--- src/pfsb_pkg.sv ---
// Package for the page framebuffer sprite blitter.
// Holds store sizing, operation codes and the controller/datapath structs.
// No dependencies.
package pfsb_pkg;

    localparam int SCREEN_WIDTH_DEF  = 128;
    localparam int SCREEN_HEIGHT_DEF = 64;

    localparam int STORE_DEPTH = 1024;
    localparam int ADDR_W      = $clog2(STORE_DEPTH);

    typedef enum logic [1:0] {
        OP_DRAW   = 2'd0,
        OP_CLIP   = 2'd1,
        OP_MASKED = 2'd2,
        OP_READ   = 2'd3
    } t_op;

    // controller -> datapath
    typedef struct packed {
        logic load;    // latch decoded transaction
        logic clear;   // write zero at clear pointer
        logic wb0;     // modify/write first page byte, read second
        logic wb1;     // modify/write second page byte
        logic finish;  // load result register
    } t_dp_cmd;

    // datapath -> controller
    typedef struct packed {
        logic clear_last;
        logic is_read;
        logic out_free;
    } t_dp_status;

endpackage

--- src/pfsb_ctrl.sv ---
// Sequencing state machine for the blitter.
// Depends on pfsb_pkg (command/status structs).
module pfsb_ctrl (
    input  logic                  i_clk,
    input  logic                  i_rst_n,
    input  logic                  i_in_valid,
    input  pfsb_pkg::t_dp_status  i_status,
    output logic                  o_in_ready,
    output pfsb_pkg::t_dp_cmd     o_cmd
);
    import pfsb_pkg::*;

    typedef enum logic [2:0] {
        S_CLEAR,
        S_IDLE,
        S_RD0,
        S_WB0,
        S_WB1,
        S_DONE
    } t_state;

    t_state r_state, n_state;

    always_comb begin
        n_state    = r_state;
        o_cmd      = '0;
        o_in_ready = 1'b0;
        case (r_state)
            S_CLEAR: begin
                o_cmd.clear = 1'b1;
                if (i_status.clear_last) begin
                    n_state = S_IDLE;
                end
            end
            S_IDLE: begin
                o_in_ready = 1'b1;
                o_cmd.load = i_in_valid;
                if (i_in_valid) begin
                    n_state = S_RD0;
                end
            end
            S_RD0: begin
                n_state = S_WB0;
            end
            S_WB0: begin
                o_cmd.wb0 = 1'b1;
                n_state   = i_status.is_read ? S_DONE : S_WB1;
            end
            S_WB1: begin
                o_cmd.wb1 = 1'b1;
                n_state   = S_DONE;
            end
            S_DONE: begin
                o_cmd.finish = i_status.out_free;
                if (i_status.out_free) begin
                    n_state = S_IDLE;
                end
            end
            default: begin
                n_state = S_IDLE;
            end
        endcase
    end

    always_ff @(posedge i_clk) begin
        if (!i_rst_n) begin
            r_state <= S_CLEAR;
        end else begin
            r_state <= n_state;
        end
    end

endmodule

--- config.mk ---
export PLATFORM = sky130hd
export DESIGN_NAME = pfsb_ctrl
export DESIGN_NICKNAME = d
export VERILOG_FILES = /design/src/pfsb_pkg.sv /design/src/pfsb_ctrl.sv
export SDC_FILE = /design/constraint.sdc
export NUM_CORES = 1
export LEC_CHECK = 0
export BUFFER_PORTS_ARGS = -buffer_cell sky130_fd_sc_hd__buf_2
export CAP_MARGIN = 20
export CELL_PAD_IN_SITES_DETAIL_PLACEMENT = 1
export CELL_PAD_IN_SITES_GLOBAL_PLACEMENT = 1
export CORE_AREA = 5 5 42 44
export DETAILED_ROUTE_END_ITERATION = 8
export DIE_AREA = 0 0 47 49
export PLACE_DENSITY = 0.53
export SLEW_MARGIN = 15
export SYNTH_ARGS = -nofsm -noshare
export SYNTH_HDL_FRONTEND = slang
export SYNTH_SLANG_ARGS = --single-unit
--- constraint.sdc ---
create_clock -name i_clk -period 1.15 [get_ports i_clk]
set_input_delay 0.23 -clock i_clk [delete_from_list [all_inputs] [get_ports i_clk]]
set_output_delay 0.23 -clock i_clk [all_outputs]
set_load 0.1 [all_outputs]
* Yosys cells after proc, flatten, opt, wreduce, memory -nomap -nowiden
Index checks and enable logic that the tools add are counted.
Word-level totals: register bits after elaboration 3, output and inout bits 6, input port bits 6, word-level logic and storage cells 22
Cells by class: muxes and demuxes 11, equal/unequal tests 8, reductions and logical operators 2
Operators with widths (count):
- case mux 3 bit (6 select lines) | 1
- two-way mux 3 bit | 3
- two-way mux 1 bit | 7
- == test 3 x 2 -> 1 bit, second input constant | 2
- == test 3 bit, second input constant | 2
- != test 2 bit, second input constant | 3
- == test 3 x 1 -> 1 bit, second input constant | 1
- logical NOT 3 bit | 1
- AND reduction 3 bit | 1

* Logic depth before layout (Yosys ltp)
Gate-level depths: netlist (run 1).
depth after elaboration 3, gate-level depth with buffers 3, gate-level depth less buffers 3

* Worst setup path after synthesis (run 1)
Ideal clock, no wire load.
kind register to output, start point register r_state[0], end point output port o_cmd[4] (netlist bit), arrival 2.878 ns, required time 0.920 ns, path slack -1.958 ns, buffers on the path 0, stages on the path, launching flop included 4, path through dfxtp_1 -> nor2b_1 -> nor2b_1 -> and2_1
RTL lines:
- start: declaration | RTL line pfsb_ctrl.sv:22 | t_state r_state, n_state;
- start signal: assignment | RTL line pfsb_ctrl.sv:69 | r_state <= n_state;
- end: declaration | RTL line pfsb_ctrl.sv:9 | output pfsb_pkg::t_dp_cmd o_cmd

==> results.toml, run 1 <==
[clock_tree]
clk_latency_ns = 0.24
cts_sinks = 3
cts_root_buf = "clkbuf_4"
cts_hold_buf = 0
clk_pin_slew_ns = 0.04
cts-buffers-inserted = 3
cts_tree = "yes"
ctsHtreeMaxLevel = 1
clock_path_buffers = 2

[sta]
worstMarginPinSlew_ns = 0.224
slew_headroom_pct = 84.9
fin_crit_ns = 1.41
clock_skew_ns = 0.00589
final-hold-violation-count = 0
worst_slack_ns = -0.256
rsz0062_at_grt = "true"
fmax_ghz = 0.711
setup_violations = 7
final.setup.tns_ns = -1.52
slew_viol_final = 0
fin_crit_sh_pct = 122

[floorplan]
core_um2 = 1400
io-pin-count = 12
row_count = 14
start_util_pct = 12.1
dieArea_um2 = 2300
die_h_um = 49
die_w_um = 47

[logic_synthesis]
synthArstFlopShare_pct = 0
syn_nets = 27
syn_avg_cell_area_um2 = 8.04
yosysUniqueCellTypes = 14
yosysMostFrequentCell = "nor2b_1"
synth_area_leaders = "dfxtp_1 (36%), nor2b_1 (15%), and2_1 (7.4%)"
synthesis.area_um2 = 169
synth_edf_count = 0
yosys.area.top_type_share_pct = 35.6
synthTopCellsByCount = "nor2b_1 (4), dfxtp_1 (3), and2_1 (2), nor2_1 (2)"
ys_ff_latch = 3
syn_inst = 21
ys.warnings.count = 0
yosys.area.top_type = "dfxtp_1"
yosysSeqAreaShare_pct = 35.6
ys.flop_type = "dfxtp_1"

[global_routing]
grt_usage_pct = 8.09
grt_pass1_wl_um = 1250
grt_max_degree = 6
grt.overflow.total = 0
grt_pass1_vias = 289
antenna_found_initial = 0

[detailed_routing]
num_vias = 247
wl_per_cell_um = 12.6
first_pass_iters = 1
drt_iter0_drc = 0
drc_errors = 0
routed_wl_um = 780
ant_nets = 0
via_per_inst = 3.98

[power]
total_power_w = 0.000624
p_leak_nw = 0.225
cellPowerDensity_nw_per_um2 = 1220
ir_drop_uv = 542

[layout]
largest_register_ffs = 3
syn_to_final_growth_pct = 204
fin_nets = 53
layout-drive-gt1-share_pct = 76.1
regMostFlops = "r_state"
fillers = 173
diodes = 0
reg_top3 = "r_state (3)"

[setup_path]
critPathKind = "reg -> out"
start_kind = "flip-flop"
crit_fanout = 3
cp.required_ns = 0.92
end_kind = "primary output"
cp.arrival_ns = 1.18

[flow_run]
maxCapViolations = 0

[placement]
dp_slack_ns = -0.0183
hpwl_um = 577
io_buffer_count = 11
place_congestion = 0.707

[run_status]
violations = "negative setup slack"
status = "complete, but fails checks"

[min_path]
worstHoldPathType = "in -> reg"
==> per-stage QoR <==
stage	std cells	cell area [um2]	hold slack, ns	util, %
2_1_floorplan	21	214	0.347	-
3_3_place_gp	53	417	0.454	29.7
3_5_place_dp	53	417	0.475	29.7
4_1_cts	60	485	0.227	34.6
5_1_grt	62	513	0.232	36.6
6_report	62	513	0.240	36.6
==> power breakdown <==
group	internal (W)	total, W	switching, W
logic	0.000135	0.000311	0.000176
clock network	0.000130	0.000191	0.0000609
registers	0.000112	0.000121	0.00000882
==> timing repair <==
action / CTS / global route
buffers inserted: 3 / 3
pin swaps: 5 / 6
resized for setup: 7 / 3
setup endpoints to repair: 7 / 8
gates cloned: 0 / 0
==> layer usage <==
metal | global-route usage (%) | share of wire (%) | vias up
met2 | 12.4 | 55 | 12
met5 | 0 | 0 | -
li1 | - | - | 123
met1 | 6.80 | 33 | 112
met4 | 9.22 | 0 | 0
met3 | 3.32 | 12 | 0
==> path summary, 6_finish.rpt <==
check	end	depth (start not counted)	start	slack (ns)
min reg2reg	r_state[0]	2	r_state[0]	0.62
max	o_cmd[4]	4	r_state[0]	-0.26
max reg2reg	r_state[0]	4	r_state[2]	-0.25
min	r_state[2]	2	i_rst_n	0.24
==> final cells by class <==
type | count | area (um2) | area share [%]
well taps | 16 | 20.0 | 3.90
clock buffers | 4 | 26.3 | 5.12
multi-input cells | 18 | 163 | 31.7
flip-flops and latches | 3 | 68.8 | 13.4
repair buffers | 21 | 235 | 45.9
==> logic make-up (layout without fill, tap and decap cells) <==
kind of cell	Yosys count	in the layout	share of synthesized area (%)
AO/OA/AOI/OAI	3	3	10.4
AND/OR/NAND/NOR	14	14	48.1
multiplexers	1	1	5.93
flip-flops	3	3	35.6
buffers and inverters	0	25	0
==> worst max-delay path, cell delays in order (launching register included) <==
cell and delay, ns:
dfxtp_4 0.34, nor2b_4 0.13, nor2b_4 0.15, and2_4 0.16, buf_12 0.16
==> cell usage in the layout (no fill, tap or decap), drive strengths merged <==
cell type / count
o21ai: 1
o21a: 1
mux2i: 1
and2: 2
and3: 1
nor2b: 4
or4: 1
dfxtp: 3
clkbuf: 4
nor3b: 1
nor3: 1
buf: 21
nand2b: 1
a21oi: 1
nand2: 1
nor2: 2
(Power assumes the default switching activity.)
==> run 2, diff against run 1 <==
- MAX_ROUTING_LAYER: unset -> met4
==> run 2 against run 1 <==
  * The flow still finishes with violations (negative setup slack)
  * Sequential power about the same
  * Hold slack got worse by 0.00083 ns
  * Critical path type unchanged
  * Count of clock-buffer cells in the layout is the same
==> results.toml, run 2 (synthesis results as in run 1) <==
[run_status]
status = "complete, but fails checks"
violations = "negative setup slack"

[layout]
largest_register_ffs = 3
register_area_um2 = 68.8
reg_top3 = "r_state (3)"
regMostFlops = "r_state"
multi_input_area_um2 = 163
diodes = 0
fin_nets = 53
most-common-layout-cells = "buf_12 (6), buf_4 (6), buf_2 (5)"
layout-drive-gt1-share_pct = 76.1
syn_to_final_growth_pct = 204
fillers = 173

[setup_path]
start_kind = "flip-flop"
critPathKind = "reg -> out"
path_buf_inv = 1
cp.arrival_ns = 1.17
crit_family = "simple AND/OR/NAND/NOR gates"
max_stage_delay_ns = 0.34
cp_slowest_cell = "dfxtp_4"
reg2reg_from = "r_state[2]"
cp.required_ns = 0.92
cp-startpoint = "r_state[0]"
end_kind = "primary output"
cpMostUsedCell = "nor2b_4"
crit_fanout = 3
path_cells = "nor2b_4, nor2b_4, and2_4, buf_12"

[detailed_routing]
first_pass_iters = 1
routed_wl_um = 779
ant_nets = 0
drc_errors = 0
drt_iter0_drc = 0
via_per_inst = 3.97
wl_per_cell_um = 12.6
num_vias = 246

[clock_tree]
cts_root_buf = "clkbuf_4"
clock_path_buffers = 2
cts_sinks = 3
ctsHtreeMaxLevel = 1
clk_latency_ns = 0.24
cts_hold_buf = 0
cts-buffers-inserted = 3
clk_pin_slew_ns = 0.04
cts_tree = "yes"

[sta]
fin_crit_ns = 1.40
rsz0062_at_grt = "true"
hold-worst-slack_ns = 0.239
slew_headroom_pct = 85.0
worst_slack_ns = -0.254
setup_violations = 7
final-hold-violation-count = 0
clock_skew_ns = 0.00596
fmax_ghz = 0.712
slew_viol_final = 0
fin_crit_sh_pct = 122
worstMarginPinSlew_ns = 0.223

[placement]
hpwl_um = 577
dp_slack_ns = -0.0183
io_buffer_count = 11
place_congestion = 0.715

[floorplan]
row_count = 14
start_util_pct = 12.1
io-pin-count = 12
core_um2 = 1400
die_w_um = 47
dieArea_um2 = 2300
die_h_um = 49

[global_routing]
grt_pass1_wl_um = 1250
antenna_found_initial = 0
grt_pass1_vias = 288
grt.overflow.total = 0
grt_max_degree = 6
grt_usage_pct = 8.30

[power]
total_power_w = 0.000623
cellPowerDensity_nw_per_um2 = 1220
p_leak_nw = 0.225
ir_drop_uv = 542

[min_path]
worstHoldPathType = "in -> reg"
hold_start = "i_rst_n"

[flow_run]
maxCapViolations = 0
## run 2: worst register-to-register path, cell delays in order, from the launching register on
cell,delay [ns]
dfxtp_4,0.36
buf_4,0.13
buf_6,0.11
or4_1,0.50
and3_1,0.19
## run 2: path summary, 6_finish.rpt
check                to  slack, ns  cells past startpoint
max            o_cmd[4]      -0.25                      4
min          r_state[2]       0.24                      2
max reg2reg  r_state[0]      -0.25                      4
min reg2reg  r_state[0]       0.62                      2
## run 2: what timing repair did
action                     CTS  global route
resized for setup            7             3
setup endpoints to repair    7             8
cloned                       0             0
pin swaps                    5             6
setup buffers                3             3
## run 2: metal layers
metal / up-vias / part of all wire [%] / GRT usage (%)
li1: 123 / - / -
met1: 111 / 37 / 7.68
met2: 12 / 55 / 12.4
met3: 0 / 8.1 / 1.85
met4: 0 / 0 / 9.22
met5: - / 0 / -
## run 2: final cells by class
class	instances	area share [%]
Timing Repair Buffer	21	45.9
Multi-Input combinational cell	18	31.7
Sequential cell	3	13.4
Clock buffer	4	5.12
Tap cell	16	3.90
## run 2: power breakdown
group          total [W]  switching (W)  internal (W)
clock network   0.000191      0.0000609      0.000130
logic           0.000311       0.000176      0.000135
registers       0.000121     0.00000883      0.000112
total           0.000623       0.000245      0.000378
## run 2: metrics by stage
step / TNS [ns] / instances / area [um2] / utilization (%)
after floorplan: -1.83 / 21 / 214 / -
after global placement: -0.00157 / 53 / 417 / 29.7
after detailed placement: -0.0183 / 53 / 417 / 29.7
after CTS: -1.34 / 60 / 485 / 34.6
after global routing: -1.88 / 62 / 513 / 36.6
final: -1.52 / 62 / 513 / 36.6
